--- src/sv/bc1_pkg.sv ---
// ----------------------------------------------------------------------------
// bc1_pkg
// Shared types, constants and palette arithmetic for the BC1 block decoder.
// ----------------------------------------------------------------------------
package bc1_pkg;

  localparam int ROWS_PER_BLOCK = 4;
  localparam int PIXELS_PER_ROW = 4;
  localparam int PALETTE_SIZE   = 4;
  localparam int QUEUE_DEPTH    = 2;

  localparam logic [1:0]  ROW_LAST     = 2'd3;
  localparam logic [7:0]  ALPHA_OPAQUE = 8'hFF;
  localparam logic [31:0] PIX_CLEAR    = 32'h0000_0000;

  typedef logic [31:0] pixel_t;
  typedef pixel_t [PALETTE_SIZE-1:0] palette_t;

  // one decoded block waiting for row output
  typedef struct packed {
    palette_t    pal;
    logic [31:0] indices;
  } q_entry_t;

  // queue status seen by front and back
  typedef struct packed {
    logic full;
    logic empty;
  } q_stat_t;

  // 5-bit endpoint channel to 8 bits
  function automatic logic [7:0] expand5(input logic [4:0] v);
    logic [14:0] p;
    p = 15'(v) * 15'd527 + 15'd23;
    return p[13:6];
  endfunction

  // 6-bit endpoint channel to 8 bits
  function automatic logic [7:0] expand6(input logic [5:0] v);
    logic [13:0] p;
    p = 14'(v) * 14'd259 + 14'd33;
    return p[13:6];
  endfunction

  // one-third interpolant, s = 2a+b of 5-bit channels
  function automatic logic [7:0] third5(input logic [6:0] s);
    logic [14:0] p;
    p = 15'(s) * 15'd351 + 15'd61;
    return p[14:7];
  endfunction

  // one-third interpolant, s = 2a+b of 6-bit channels
  function automatic logic [7:0] third6(input logic [7:0] s);
    logic [18:0] p;
    p = 19'(s) * 19'd2763 + 19'd1039;
    return p[18:11];
  endfunction

  // midpoint, s = a+b of 5-bit channels
  function automatic logic [7:0] mid5(input logic [5:0] s);
    logic [15:0] p;
    p = 16'(s) * 16'd1053 + 16'd125;
    return p[15:8];
  endfunction

  // midpoint, s = a+b of 6-bit channels
  function automatic logic [7:0] mid6(input logic [6:0] s);
    logic [18:0] p;
    p = 19'(s) * 19'd4145 + 19'd1019;
    return p[18:11];
  endfunction

  function automatic pixel_t pack_rgb(input logic [7:0] r, input logic [7:0] g,
                                      input logic [7:0] b);
    return {ALPHA_OPAQUE, b, g, r};
  endfunction

  // full four-entry palette from two RGB565 endpoints
  function automatic palette_t make_palette(input logic [15:0] c0,
                                            input logic [15:0] c1);
    palette_t   pal;
    logic [4:0] r0, b0, r1, b1;
    logic [5:0] g0, g1;
    r0 = c0[15:11];
    g0 = c0[10:5];
    b0 = c0[4:0];
    r1 = c1[15:11];
    g1 = c1[10:5];
    b1 = c1[4:0];
    pal[0] = pack_rgb(expand5(r0), expand6(g0), expand5(b0));
    pal[1] = pack_rgb(expand5(r1), expand6(g1), expand5(b1));
    if (c0 > c1) begin
      pal[2] = pack_rgb(third5({1'b0, r0, 1'b0} + 7'(r1)),
                        third6({1'b0, g0, 1'b0} + 8'(g1)),
                        third5({1'b0, b0, 1'b0} + 7'(b1)));
      pal[3] = pack_rgb(third5(7'(r0) + {1'b0, r1, 1'b0}),
                        third6(8'(g0) + {1'b0, g1, 1'b0}),
                        third5(7'(b0) + {1'b0, b1, 1'b0}));
    end else begin
      pal[2] = pack_rgb(mid5(6'(r0) + 6'(r1)),
                        mid6(7'(g0) + 7'(g1)),
                        mid5(6'(b0) + 6'(b1)));
      pal[3] = PIX_CLEAR;
    end
    return pal;
  endfunction

endpackage

--- src/sv/bc1_if.sv ---
// ----------------------------------------------------------------------------
// bc1 channel interfaces
// Valid/ready channels for compressed blocks in and decoded rows out.
// ----------------------------------------------------------------------------
interface bc1_in_if;
  logic        valid;
  logic        ready;
  logic [15:0] color0;
  logic [15:0] color1;
  logic [31:0] indices;

  modport source (output valid, output color0, output color1, output indices,
                  input ready);
  modport sink   (input valid, input color0, input color1, input indices,
                  output ready);
endinterface

interface bc1_out_if;
  logic        valid;
  logic        ready;
  logic [31:0] pixel_0;
  logic [31:0] pixel_1;
  logic [31:0] pixel_2;
  logic [31:0] pixel_3;
  logic [1:0]  row;
  logic        last_row;

  modport source (output valid, output pixel_0, output pixel_1, output pixel_2,
                  output pixel_3, output row, output last_row, input ready);
  modport sink   (input valid, input pixel_0, input pixel_1, input pixel_2,
                  input pixel_3, input row, input last_row, output ready);
endinterface

--- src/sv/bc1_block_decoder_top.sv ---
// ----------------------------------------------------------------------------
// bc1_block_decoder_top
// BC1 (DXT1) block decoder: one 64-bit block in, four rows of RGBA8 out.
// ----------------------------------------------------------------------------
// Usage:
//   blk  - valid/ready channel carrying color0, color1 (RGB565) and the
//          sixteen 2-bit indices of one block.
//   pix  - valid/ready channel carrying one row per request: four RGBA8
//          pixels (R in the low byte), the row number and last_row.
// Path: when nothing stalls, a block passes the input register, the queue
//   and the output register in that order before its first row leaves.
// Throughput: one row per cycle while pix.ready is high, four rows per
//   block; the row emitter and its output register set this rate. The input
//   side keeps taking blocks while the queue (QueueDepth entries) has room.
// Reset: rst clears the input hold, the queue and the row counter; no
//   block is in flight afterwards.
// Stall: when pix.ready is low the current row stays put, the queue fills,
//   and blk.ready drops once the queue and the input register are full.
// ----------------------------------------------------------------------------
module bc1_block_decoder_top import bc1_pkg::*; #(
  parameter int QueueDepth = QUEUE_DEPTH
) (
  input  logic      clk,
  input  logic      rst,
  bc1_in_if.sink    blk,
  bc1_out_if.source pix
);

  q_stat_t  qstat;
  q_entry_t push_data;
  q_entry_t head;
  logic     push;
  logic     pop;

  // palette front end
  bc1_front u_front (
    .clk       (clk),
    .rst       (rst),
    .blk       (blk),
    .qstat     (qstat),
    .push      (push),
    .push_data (push_data)
  );

  // decoupling queue
  bc1_queue #(
    .Depth (QueueDepth)
  ) u_queue (
    .clk       (clk),
    .rst       (rst),
    .push      (push),
    .push_data (push_data),
    .pop       (pop),
    .head      (head),
    .qstat     (qstat)
  );

  // row emitter
  bc1_back u_back (
    .clk   (clk),
    .rst   (rst),
    .head  (head),
    .qstat (qstat),
    .pop   (pop),
    .pix   (pix)
  );

endmodule

--- src/sv/bc1_front.sv ---
// ----------------------------------------------------------------------------
// bc1_front
// Accepts compressed blocks, builds the palette and pushes it to the queue.
// ----------------------------------------------------------------------------
module bc1_front import bc1_pkg::*; (
  input  logic       clk,
  input  logic       rst,
  bc1_in_if.sink     blk,
  input  q_stat_t    qstat,
  output logic       push,
  output q_entry_t   push_data
);

  logic        valid;
  logic [15:0] color0;
  logic [15:0] color1;
  logic [31:0] indices;

  // hold one block until the queue takes it
  assign push      = valid && !qstat.full;
  assign blk.ready = !valid || !qstat.full;

  always_ff @(posedge clk) begin
    if (rst) begin
      valid <= 1'b0;
    end else if (blk.valid && blk.ready) begin
      valid <= 1'b1;
    end else if (push) begin
      valid <= 1'b0;
    end
  end

  // block payload
  always_ff @(posedge clk) begin
    if (blk.valid && blk.ready) begin
      color0  <= blk.color0;
      color1  <= blk.color1;
      indices <= blk.indices;
    end
  end

  // palette from the held endpoints
  always_comb begin
    push_data.pal     = make_palette(color0, color1);
    push_data.indices = indices;
  end

endmodule

--- src/sv/bc1_queue.sv ---
// ----------------------------------------------------------------------------
// bc1_queue
// Short queue of decoded palettes between the front and the row emitter.
// ----------------------------------------------------------------------------
module bc1_queue import bc1_pkg::*; #(
  parameter int Depth = QUEUE_DEPTH
) (
  input  logic     clk,
  input  logic     rst,
  input  logic     push,
  input  q_entry_t push_data,
  input  logic     pop,
  output q_entry_t head,
  output q_stat_t  qstat
);

  localparam int PtrW = (Depth > 1) ? $clog2(Depth) : 1;
  localparam int CntW = $clog2(Depth + 1);
  localparam logic [PtrW-1:0] PtrLast = PtrW'(Depth - 1);
  localparam logic [CntW-1:0] CntFull = CntW'(Depth);

  q_entry_t        entries [Depth];
  logic [PtrW-1:0] wr_ptr;
  logic [PtrW-1:0] rd_ptr;
  logic [CntW-1:0] count;

  assign qstat.full  = (count == CntFull);
  assign qstat.empty = (count == '0);
  assign head        = entries[rd_ptr];

  // pointers and fill count
  always_ff @(posedge clk) begin
    if (rst) begin
      wr_ptr <= '0;
      rd_ptr <= '0;
      count  <= '0;
    end else begin
      if (push) begin
        wr_ptr <= (wr_ptr == PtrLast) ? '0 : wr_ptr + 1'b1;
      end
      if (pop) begin
        rd_ptr <= (rd_ptr == PtrLast) ? '0 : rd_ptr + 1'b1;
      end
      if (push && !pop) begin
        count <= count + 1'b1;
      end else if (pop && !push) begin
        count <= count - 1'b1;
      end
    end
  end

  // entry storage
  always_ff @(posedge clk) begin
    if (push) begin
      entries[wr_ptr] <= push_data;
    end
  end

endmodule

--- src/sv/bc1_back.sv ---
// ----------------------------------------------------------------------------
// bc1_back
// Emits the four rows of the queue head, one row per cycle while pix.ready
// is high, through an output register.
// ----------------------------------------------------------------------------
module bc1_back import bc1_pkg::*; (
  input  logic     clk,
  input  logic     rst,
  input  q_entry_t head,
  input  q_stat_t  qstat,
  output logic     pop,
  bc1_out_if.source pix
);

  logic [1:0] row_cnt;
  logic       load;
  logic [7:0] row_idx;
  pixel_t     row_pix [PIXELS_PER_ROW];

  // next row goes out when the output register is free
  assign load = (!pix.valid || pix.ready) && !qstat.empty;
  assign pop  = load && (row_cnt == ROW_LAST);

  // palette lookup for the current row
  always_comb begin
    row_idx = head.indices[8*row_cnt +: 8];
    for (int p = 0; p < PIXELS_PER_ROW; p++) begin
      row_pix[p] = head.pal[row_idx[2*p +: 2]];
    end
  end

  // row counter and output valid
  always_ff @(posedge clk) begin
    if (rst) begin
      row_cnt   <= '0;
      pix.valid <= 1'b0;
    end else begin
      if (load) begin
        row_cnt   <= row_cnt + 1'b1;
        pix.valid <= 1'b1;
      end else if (pix.ready) begin
        pix.valid <= 1'b0;
      end
    end
  end

  // output payload
  always_ff @(posedge clk) begin
    if (load) begin
      pix.pixel_0  <= row_pix[0];
      pix.pixel_1  <= row_pix[1];
      pix.pixel_2  <= row_pix[2];
      pix.pixel_3  <= row_pix[3];
      pix.row      <= row_cnt;
      pix.last_row <= (row_cnt == ROW_LAST);
    end
  end

endmodule
--- src/flat_wrapper.sv ---
// flat-port wrapper written by rule: the top's interface ports become plain ports
module bc1_block_decoder_top_flat import bc1_pkg::*;
#(
  parameter int QueueDepth = QUEUE_DEPTH
)
  (clk, rst, blk_valid, blk_color0, blk_color1, blk_indices, blk_ready, pix_valid, pix_pixel_0, pix_pixel_1, pix_pixel_2, pix_pixel_3, pix_row, pix_last_row, pix_ready);
  bc1_in_if blk_i ();
  bc1_out_if pix_i ();
  input  logic clk;
  input  logic rst;
  input wire logic [$bits(blk_i.valid)-1:0] blk_valid;
  input wire logic [$bits(blk_i.color0)-1:0] blk_color0;
  input wire logic [$bits(blk_i.color1)-1:0] blk_color1;
  input wire logic [$bits(blk_i.indices)-1:0] blk_indices;
  output wire logic [$bits(blk_i.ready)-1:0] blk_ready;
  output wire logic [$bits(pix_i.valid)-1:0] pix_valid;
  output wire logic [$bits(pix_i.pixel_0)-1:0] pix_pixel_0;
  output wire logic [$bits(pix_i.pixel_1)-1:0] pix_pixel_1;
  output wire logic [$bits(pix_i.pixel_2)-1:0] pix_pixel_2;
  output wire logic [$bits(pix_i.pixel_3)-1:0] pix_pixel_3;
  output wire logic [$bits(pix_i.row)-1:0] pix_row;
  output wire logic [$bits(pix_i.last_row)-1:0] pix_last_row;
  input wire logic [$bits(pix_i.ready)-1:0] pix_ready;
  assign blk_i.valid = blk_valid;
  assign blk_i.color0 = blk_color0;
  assign blk_i.color1 = blk_color1;
  assign blk_i.indices = blk_indices;
  assign blk_ready = blk_i.ready;
  assign pix_valid = pix_i.valid;
  assign pix_pixel_0 = pix_i.pixel_0;
  assign pix_pixel_1 = pix_i.pixel_1;
  assign pix_pixel_2 = pix_i.pixel_2;
  assign pix_pixel_3 = pix_i.pixel_3;
  assign pix_row = pix_i.row;
  assign pix_last_row = pix_i.last_row;
  assign pix_i.ready = pix_ready;
  bc1_block_decoder_top #(.QueueDepth(QueueDepth)) u_core (.clk(clk), .rst(rst), .blk(blk_i), .pix(pix_i));
endmodule
--- config.mk ---
export PLATFORM = sky130hd
export DESIGN_NAME = bc1_block_decoder_top_flat
export DESIGN_NICKNAME = d
export VERILOG_FILES = /design/src/sv/bc1_pkg.sv /design/src/sv/bc1_if.sv /design/src/sv/bc1_block_decoder_top.sv /design/src/sv/bc1_front.sv /design/src/sv/bc1_queue.sv /design/src/sv/bc1_back.sv /design/src/flat_wrapper.sv
export SDC_FILE = /design/constraint.sdc
export NUM_CORES = 1
export LEC_CHECK = 0
export ABC_AREA = 1
export ABC_CLOCK_PERIOD_IN_PS = 18900
export BUFFER_PORTS_ARGS = -buffer_cell sky130_fd_sc_hd__buf_2
export CORE_MARGIN = 8
export CORE_UTILIZATION = 65
export DETAILED_ROUTE_END_ITERATION = 10
export PLACE_DENSITY_LB_ADDON = 0.2
export SYNTH_ARGS = -nofsm -noshare
export SYNTH_HDL_FRONTEND = slang
export SYNTH_SLANG_ARGS = --single-unit
--- constraint.sdc ---
create_clock -name clk -period 18.9 [get_ports clk]
set_input_delay 1.89 -clock clk [delete_from_list [all_inputs] [get_ports clk]]
set_output_delay 1.89 -clock clk [all_outputs]
set_load 0.005 [all_outputs]
After elaboration in Yosys (flattened, before gate mapping)
Memory sizes are Yosys's and may differ from the RTL's. A register that Yosys moved wholly into a read port is not among the register bits. Cells that the tools add are included.

Memories: 1. Bits in registers: 203. Output and inout port bits: 133. Input port bits: 68. Memory bits (writable): 288. Logic and storage cells: 107.

Add/subtract/negate cells: 29. Shift-type cells: 1. Reductions and logical operators: 18. Multipliers: 15. Muxes and demuxes: 21. Eq/ne operators: 2. Magnitude comparators: 5.

Memory list: u_core.u_queue.entries (words 2, width 144, rd ports 1, clocked after memory_dff 1, wr ports 1, RTL line bc1_queue.sv:22) `q_entry_t entries [Depth];`.

Operators with widths (number): binary-select mux 32 bit (select 2 bit) (4); 2-to-1 mux 32 bit (4); 2-to-1 mux 64 bit (1); adder 15 x 6 -> 15 bit (second input constant) (4); multiplier 7 x 9 -> 15 bit (second input constant) (4); adder 14 x 5 -> 14 bit (second input constant) (4); multiplier 5 x 10 -> 14 bit (second input constant) (4); adder 19 x 11 -> 19 bit (second input constant) (2); multiplier 8 x 12 -> 19 bit (second input constant) (2); adder 16 x 7 -> 16 bit (second input constant) (2); multiplier 6 x 11 -> 16 bit (second input constant) (2); indexed part select 32 x 6 -> 8 bit (1); adder 14 x 6 -> 14 bit (second input constant) (2); multiplier 6 x 9 -> 14 bit (second input constant) (2); adder 19 x 10 -> 19 bit (second input constant) (1); multiplier 7 x 13 -> 19 bit (second input constant) (1); greater-than comparator 16 bit (1); adder 5 x 6 -> 7 bit (2); adder 6 x 5 -> 7 bit (2); adder 5 x 5 -> 6 bit (2); less-than comparator 2 x 3 -> 1 bit (second input constant) (4); 2-to-1 mux 1 bit (10); adder 6 x 7 -> 8 bit (1); adder 7 x 6 -> 8 bit (1); other kinds (11) (28).

Logic depth before layout (Yosys ltp)
Depth in word-level cells: 7. Gate-level depth with buffers: 27. Mapped depth without buffers: 27.

Modules after synthesis
A second synthesis with hierarchy kept.

Cell total of the unflattened synthesis: 4488. Area total of the unflattened synthesis: 42336.9 µm².

Modules (own cells, without submodules): bc1_front (seq. area each 1941.9 µm², cells each 2615, instances 1, area each 20532.2 µm²); bc1_queue (seq. area each 9709.3 µm², cells each 531, instances 1, area each 12177.9 µm²); bc1_back (seq. area each 3993.8 µm², cells each 1342, instances 1, area each 9626.7 µm²).

Worst setup path before layout
No wires, ideal clock.

Path kind: input to register. Start: in pix_ready. End: reg u_core.u_queue.count[1]. Library setup time: 58 ps. Slack: 10335 ps. Cell stages on the path: 8. Data arrival time: 8507 ps. Buffers on the path: 0. Data required time: 18842 ps. Path through: nor2_1 -> a21oi_1 -> nand2_1 -> ha_1 -> a21oi_1 -> o21ai_0 -> a21oi_1 -> o21a_1.

Word-level cells in the longest chain between the ends: 6. Elaborated cells on any way between the ends: 8. Those cells by class: 1 x mux; 7 x reduce/logical.

RTL lines: start: declaration (RTL line flat_wrapper.sv:23) `input wire logic [$bits(pix_i.ready)-1:0] pix_ready;`; logical OR 1 bit (*) (RTL line bc1_back.sv:21) `assign load = (!pix.valid || pix.ready) && !qstat.empty;`; logical AND 1 bit (*) (RTL line bc1_back.sv:21); via u_core.u_back.load (RTL line bc1_back.sv:16) `logic load;`; logical AND 1 bit (*) (RTL line bc1_back.sv:22) `assign pop = load && (row_cnt == ROW_LAST);`; zero test 1 bit (RTL line bc1_queue.sv:44) `if (push && !pop) begin`; logical AND 1 bit (RTL line bc1_queue.sv:44); 2-to-1 mux 2 bit or nonzero test 2 bit (tied branches); end signal: assignment (RTL line bc1_queue.sv:45) `count <= count + 1'b1;`; end signal: assignment (RTL line bc1_queue.sv:47) `count <= count - 1'b1;`; end: declaration (RTL line bc1_queue.sv:25) `logic [CntW-1:0] count;`.

Mark *: on every way through the listed nets, which the timed path passes. The rest lies on a longest branch. A chain may end at the register's enable or synchronous reset.

==> impl_results.html <==
<table>
<tr><th>Metric</th><th>Value</th></tr>
<tr><th colspan="2">Placed design</th></tr>
<tr><td>RePlAce Congestion</td><td>roughly 0.93</td></tr>
<tr><td>DPL Wire Length</td><td>68.63 mm</td></tr>
<tr><td>Number of input and output port buffers inserted</td><td>200</td></tr>
<tr><th colspan="2">Timing</th></tr>
<tr><td>Final period util</td><td>34.32%</td></tr>
<tr><td>Maximum clock skew at final layout</td><td>between 0.015 and 0.02 ns</td></tr>
<tr><td>Final Hold Viols</td><td>0</td></tr>
<tr><td>Final setup viols</td><td>0</td></tr>
<tr><td>Setup_tns</td><td>0 ns</td></tr>
<tr><td>Slew at the pin with the worst max-slew slack</td><td>1.208 ns</td></tr>
<tr><td>Remaining max-slew budget at the tightest pin</td><td>18.89%</td></tr>
<tr><td>Highest attainable clock frequency</td><td>0.1542 GHz</td></tr>
<tr><td>Final max-slew violation count</td><td>0</td></tr>
<tr><td>Fin crit period</td><td>approximately 6.5 ns</td></tr>
<tr><td>Setup repair after global routing missed its margin</td><td>false</td></tr>
<tr><th colspan="2">Die</th></tr>
<tr><td>Die width</td><td>252.8 um</td></tr>
<tr><td>Initial Util</td><td>between 60% and 70%</td></tr>
<tr><td>Std cell rows</td><td>86</td></tr>
<tr><td>Chip Height</td><td>252.8 um</td></tr>
<tr><td>Floorplan die area</td><td>0.06389 mm^2</td></tr>
<tr><td>I/O pin total</td><td>201</td></tr>
<tr><td>Total core area</td><td>0.05531 mm^2</td></tr>
<tr><th colspan="2">Power</th></tr>
<tr><td>Net switching share of the total power</td><td>49.43%</td></tr>
<tr><td>Cell-internal power</td><td>roughly 0.0036 W</td></tr>
<tr><td>Part of the total power dissipated in the clock network</td><td>between 10% and 20%</td></tr>
<tr><td>Sequential cell fraction of total power</td><td>20.3%</td></tr>
<tr><td>Cell area power density</td><td>180.7 mW/mm^2</td></tr>
<tr><td>Reported net switching power</td><td>0.003494 W</td></tr>
<tr><td>Worst-case vdd ir drop</td><td>202.5 uV</td></tr>
<tr><td>LEAKAGE</td><td>18.73 nW</td></tr>
<tr><td>Combinational power share</td><td>67.7%</td></tr>
<tr><td>Final total power</td><td>roughly 0.0071 W</td></tr>
<tr><th colspan="2">Layout</th></tr>
<tr><td>Area overhead of the layout relative to synthesis</td><td>7.376%</td></tr>
<tr><td>NumNets Final</td><td>4,864</td></tr>
<tr><td>Sequential cell area</td><td>0.01295 mm^2</td></tr>
<tr><td>Filler Cell Count</td><td>4,270</td></tr>
<tr><td>Area of combinational cells with multiple inputs</td><td>0.02061 mm^2</td></tr>
<tr><td>Final Util</td><td>a little over two thirds</td></tr>
<tr><td>Share of layout cells above drive strength 1</td><td>7.731%</td></tr>
<tr><td>Number of antenna diodes</td><td>0</td></tr>
<tr><th colspan="2">Logic synthesis</th></tr>
<tr><td>Area share of the largest cell type after synthesis</td><td>between 30% and 40%</td></tr>
<tr><td>FFs w/ async S/R, synth</td><td>0%</td></tr>
<tr><td>Cell type with the highest aggregate area in the netlist</td><td>sky130_fd_sc_hd__edfxtp_1</td></tr>
<tr><td>Post-synth EDFFs</td><td>425</td></tr>
<tr><td>Sequential fraction of the synthesis area</td><td>35.52%</td></tr>
<tr><td>Mapped Cells</td><td>3,961</td></tr>
<tr><td>Synth Register Bits</td><td>approximately 430</td></tr>
<tr><td>Mean area per synthesized cell</td><td>9.199 um^2</td></tr>
<tr><td>Synth area leaders</td><td>sky130_fd_sc_hd__edfxtp_1 35%, sky130_fd_sc_hd__ha_1 17%, sky130_fd_sc_hd__fa_1 9.9%</td></tr>
<tr><td>Flip-flop cell with the highest count after synthesis</td><td>sky130_fd_sc_hd__edfxtp_1</td></tr>
<tr><td>Combined area of all synthesized cells</td><td>0.03644 mm^2</td></tr>
<tr><td>Count of warnings emitted by yosys</td><td>0</td></tr>
<tr><td>Syn Nets</td><td>4,717</td></tr>
<tr><td>Number of distinct standard cells referenced by the synthesized netlist</td><td>43</td></tr>
<tr><th colspan="2">Setup path</th></tr>
<tr><td>Critical-path maximum fanout</td><td>12</td></tr>
<tr><td>Data arrival time of the worst path</td><td>6.83 ns</td></tr>
<tr><td>Data required time at the worst endpoint</td><td>19.24 ns</td></tr>
<tr><td>Slack of the worst reg-to-reg path</td><td>between 10 and 15 ns</td></tr>
<tr><td>Worst reg2reg startpoint</td><td>u_core.u_front.color0[0]$_DFFE_PP_</td></tr>
<tr><td>CP Launch Point</td><td>u_core.u_front.color0[0]$_DFFE_PP_</td></tr>
<tr><td>Worst Setup EP</td><td>u_core.u_queue.entries[1][98]$_DFFE_PP_</td></tr>
<tr><td>CP endpoint kind</td><td>flop</td></tr>
<tr><td>Count of cells along the worst register-to-register path</td><td>22</td></tr>
<tr><td>Classification of the worst setup path</td><td>flop to flop</td></tr>
<tr><td>RR Endpoint</td><td>u_core.u_queue.entries[1][98]$_DFFE_PP_</td></tr>
<tr><td>Setup crit start kind</td><td>flop</td></tr>
<tr><th colspan="2">Detailed routing</th></tr>
<tr><td>Average detailed-routed wire length per instance</td><td>18.66 um</td></tr>
<tr><td>Vias per std cell</td><td>about 5.7</td></tr>
<tr><td>Routed wire length</td><td>between 90 and 100 mm</td></tr>
<tr><td>Number of search-and-repair iterations in the first detailed-routing pass</td><td>9</td></tr>
<tr><td>First DRT Iteration DRCs</td><td>2,435</td></tr>
<tr><td>Remaining DRCs</td><td>0</td></tr>
<tr><td>Antenna violation net count after detailed routing</td><td>0</td></tr>
<tr><td>Detailed-route via count</td><td>28,021</td></tr>
<tr><th colspan="2">Clock network</th></tr>
<tr><td>Maximum clock insertion buffer count</td><td>3</td></tr>
<tr><td>Total number of H-tree levels</td><td>2</td></tr>
<tr><td>Total of cells resized after clock tree synthesis</td><td>0</td></tr>
<tr><td>Total CTS buffers</td><td>43</td></tr>
<tr><td>Source-to-sink clock delay at the later pin of the worst-skew pair</td><td>0.59 ns</td></tr>
<tr><td>Root cell of the clock tree</td><td>sky130_fd_sc_hd__clkbuf_16</td></tr>
<tr><td>Worst-path clk slew</td><td>0.07 ns</td></tr>
<tr><td>Hold buffers post-CTS</td><td>0</td></tr>
<tr><td>Clock sink total</td><td>434</td></tr>
<tr><td>Post CTS Setup Buffer Count</td><td>0</td></tr>
<tr><td>TritonCTS clock tree</td><td>done</td></tr>
<tr><th colspan="2">Global route</th></tr>
<tr><td>Via count of the first global-routing pass</td><td>27,742</td></tr>
<tr><td>Initial antenna violation count</td><td>1</td></tr>
<tr><td>Largest net degree at the start of global routing</td><td>70</td></tr>
<tr><td>Wire length of the first global-routing pass</td><td>~150 mm</td></tr>
<tr><td>Aggregate global routing overflow</td><td>0</td></tr>
<tr><td>Overall fraction of global-route tracks in use</td><td>28.50%</td></tr>
<tr><th colspan="2">Hold path</th></tr>
<tr><td>Worst hold path cell count</td><td>0</td></tr>
<tr><td>Hold/Removal Path Class</td><td>flop to flop</td></tr>
<tr><th colspan="2">Outcome</th></tr>
<tr><td>Outcome</td><td>completed</td></tr>
<tr><th colspan="2">Flow run</th></tr>
<tr><td>Number of max-cap violations</td><td>0</td></tr>
</table>
==> metal layers <==
layer	up-vias	GRT usage [%]	share of wire, %
met1	13149	37.72	41
met5	-	0	0.020
li1	13419	-	-
met3	260	4.184	8.6
met2	1191	46.63	46
met4	2	12.31	4.4
==> cell type report <==
class,count,area share (%)
Multi-Input combinational cell,2843,52.68
Sequential cell,434,33.09
Clock buffer,52,2.888
Tap cell,748,2.392
Timing Repair Buffer,216,2.865
Clock inverter,24,0.6076
Inverter,570,5.475
==> logic make-up after synthesis <==
group	count (synthesis)	synth area share (%)
xor gates and xnor gates	119	2.860
adders and majority gates	688	27.33
AOI/OAI and AO/OA	452	6.940
buffers and inverters	684	8.011
and+or+nand+nor	1487	16.67
muxes	97	2.665
DFF	434	35.52
==> critical path, stage by stage (launching register included) <==
cell and delay (ns):
sky130_fd_sc_hd__edfxtp_1 0.66, sky130_fd_sc_hd__ha_1 0.29, sky130_fd_sc_hd__inv_1 0.07, sky130_fd_sc_hd__fa_1 0.40
sky130_fd_sc_hd__o21ai_0 0.26, sky130_fd_sc_hd__xor2_1 0.77, sky130_fd_sc_hd__inv_1 0.15, sky130_fd_sc_hd__fa_1 0.61
sky130_fd_sc_hd__inv_1 0.09, sky130_fd_sc_hd__fa_1 0.49, sky130_fd_sc_hd__fa_1 0.55, sky130_fd_sc_hd__inv_1 0.06
sky130_fd_sc_hd__fa_1 0.52, sky130_fd_sc_hd__inv_1 0.04, sky130_fd_sc_hd__ha_1 0.31, sky130_fd_sc_hd__a21oi_1 0.22
sky130_fd_sc_hd__o21ai_0 0.16, sky130_fd_sc_hd__a21oi_1 0.22, sky130_fd_sc_hd__nor2_1 0.08, sky130_fd_sc_hd__nor2_1 0.09
sky130_fd_sc_hd__nand2_1 0.05, sky130_fd_sc_hd__nand3_1 0.07, sky130_fd_sc_hd__nand2_1 0.07
==> synthesized netlist by cell type (all sizes together) (13+ instances only) <==
master,n
o21ai,188
a21o,22
o211ai,14
a21oi,167
ha,508
nand2,801
o21bai,21
mux2i,97
edfxtp,425
inv,569
nand3,229
xnor2,31
nor2,374
fa,180
buf,110
nor3,19
xor2,88
or2,13
nand4,39
==> cells in the final DEF, fill, tap and decap left out, types with 3 or more instances in the layout <==
master	count
sky130_fd_sc_hd__edfxtp_1	425
sky130_fd_sc_hd__buf_2	200
sky130_fd_sc_hd__a32o_1	8
sky130_fd_sc_hd__a21boi_0	5
sky130_fd_sc_hd__nand3b_1	8
sky130_fd_sc_hd__inv_2	12
sky130_fd_sc_hd__nand4_1	39
sky130_fd_sc_hd__a21oi_1	165
sky130_fd_sc_hd__a31oi_1	11
sky130_fd_sc_hd__o211ai_1	14
sky130_fd_sc_hd__clkinv_2	6
sky130_fd_sc_hd__nor2_1	371
sky130_fd_sc_hd__nand2_2	8
sky130_fd_sc_hd__fa_1	180
sky130_fd_sc_hd__a211oi_1	6
sky130_fd_sc_hd__clkinv_1	7
sky130_fd_sc_hd__nand3_1	229
sky130_fd_sc_hd__o21bai_1	21
sky130_fd_sc_hd__clkbuf_1	7
sky130_fd_sc_hd__xnor2_1	31
sky130_fd_sc_hd__o21ai_1	80
sky130_fd_sc_hd__inv_1	556
sky130_fd_sc_hd__nor3_1	19
sky130_fd_sc_hd__o21ai_0	108
sky130_fd_sc_hd__ha_1	508
sky130_fd_sc_hd__buf_4	16
sky130_fd_sc_hd__or2_2	13
sky130_fd_sc_hd__clkbuf_16	43
sky130_fd_sc_hd__xor2_1	88
sky130_fd_sc_hd__mux2i_1	97
sky130_fd_sc_hd__o21a_1	4
sky130_fd_sc_hd__nand2_1	793
sky130_fd_sc_hd__dfxtp_1	8
sky130_fd_sc_hd__a21o_1	22
sky130_fd_sc_hd__bufinv_16	3
sky130_fd_sc_hd__clkinvlp_4	5
==> flip-flops by register name, indices dropped and copies added (netlist names), 2 cells and up, named ones only <==
name	flops
u_core.u_back.pix.pixel_0	25
u_core.u_back.pix.pixel_1	25
u_core.u_back.pix.pixel_2	25
u_core.u_back.pix.pixel_3	25
u_core.u_back.pix.row	2
u_core.u_back.row_cnt	2
u_core.u_front.color0	16
u_core.u_front.color1	16
u_core.u_front.indices	32
u_core.u_queue.count	2
u_core.u_queue.entries	258
==> power groups by stage <==
stage,clock (W),sequential (W),combinational [W]
global placement,0,0.00145,0.00459
floorplan,0,0.00145,0.00356
detailed placement,0,0.00146,0.00469
CTS,0.000856,0.00144,0.00474
finish,0.000848,0.00144,0.00478
global route,0.000892,0.00145,0.00548
==> worst min path at each step <==
stage	to	slack, ns	start
2_1_floorplan	u_core.u_queue.entries[0][0]$_DFFE_PP_	0.42	u_core.u_front.indices[0]$_DFFE_PP_
3_3_place_gp	u_core.u_queue.entries[0][23]$_DFFE_PP_	0.42	u_core.u_front.indices[23]$_DFFE_PP_
3_5_place_dp	u_core.u_queue.entries[0][15]$_DFFE_PP_	0.43	u_core.u_front.indices[15]$_DFFE_PP_
4_1_cts	u_core.u_queue.entries[1][23]$_DFFE_PP_	0.44	u_core.u_front.indices[23]$_DFFE_PP_
5_1_grt	u_core.u_queue.entries[0][31]$_DFFE_PP_	0.45	u_core.u_front.indices[31]$_DFFE_PP_
6_report	u_core.u_queue.entries[0][15]$_DFFE_PP_	0.45	u_core.u_front.indices[15]$_DFFE_PP_
==> stage by stage <==
stage / hold WS, ns / instances / setup slack, ns / cell area [um^2]
floorplan: 0.4215 / 3961 / 10.34 / 36440
global placement: 0.4226 / 4811 / 12.64 / 37760
detailed placement: 0.4306 / 4811 / 12.50 / 37760
CTS: 0.4435 / 4887 / 12.47 / 39130
global route: 0.4498 / 4887 / 11.88 / 39130
finish: 0.4461 / 4887 / 12.41 / 39130
(Power assumes the default switching activity.)
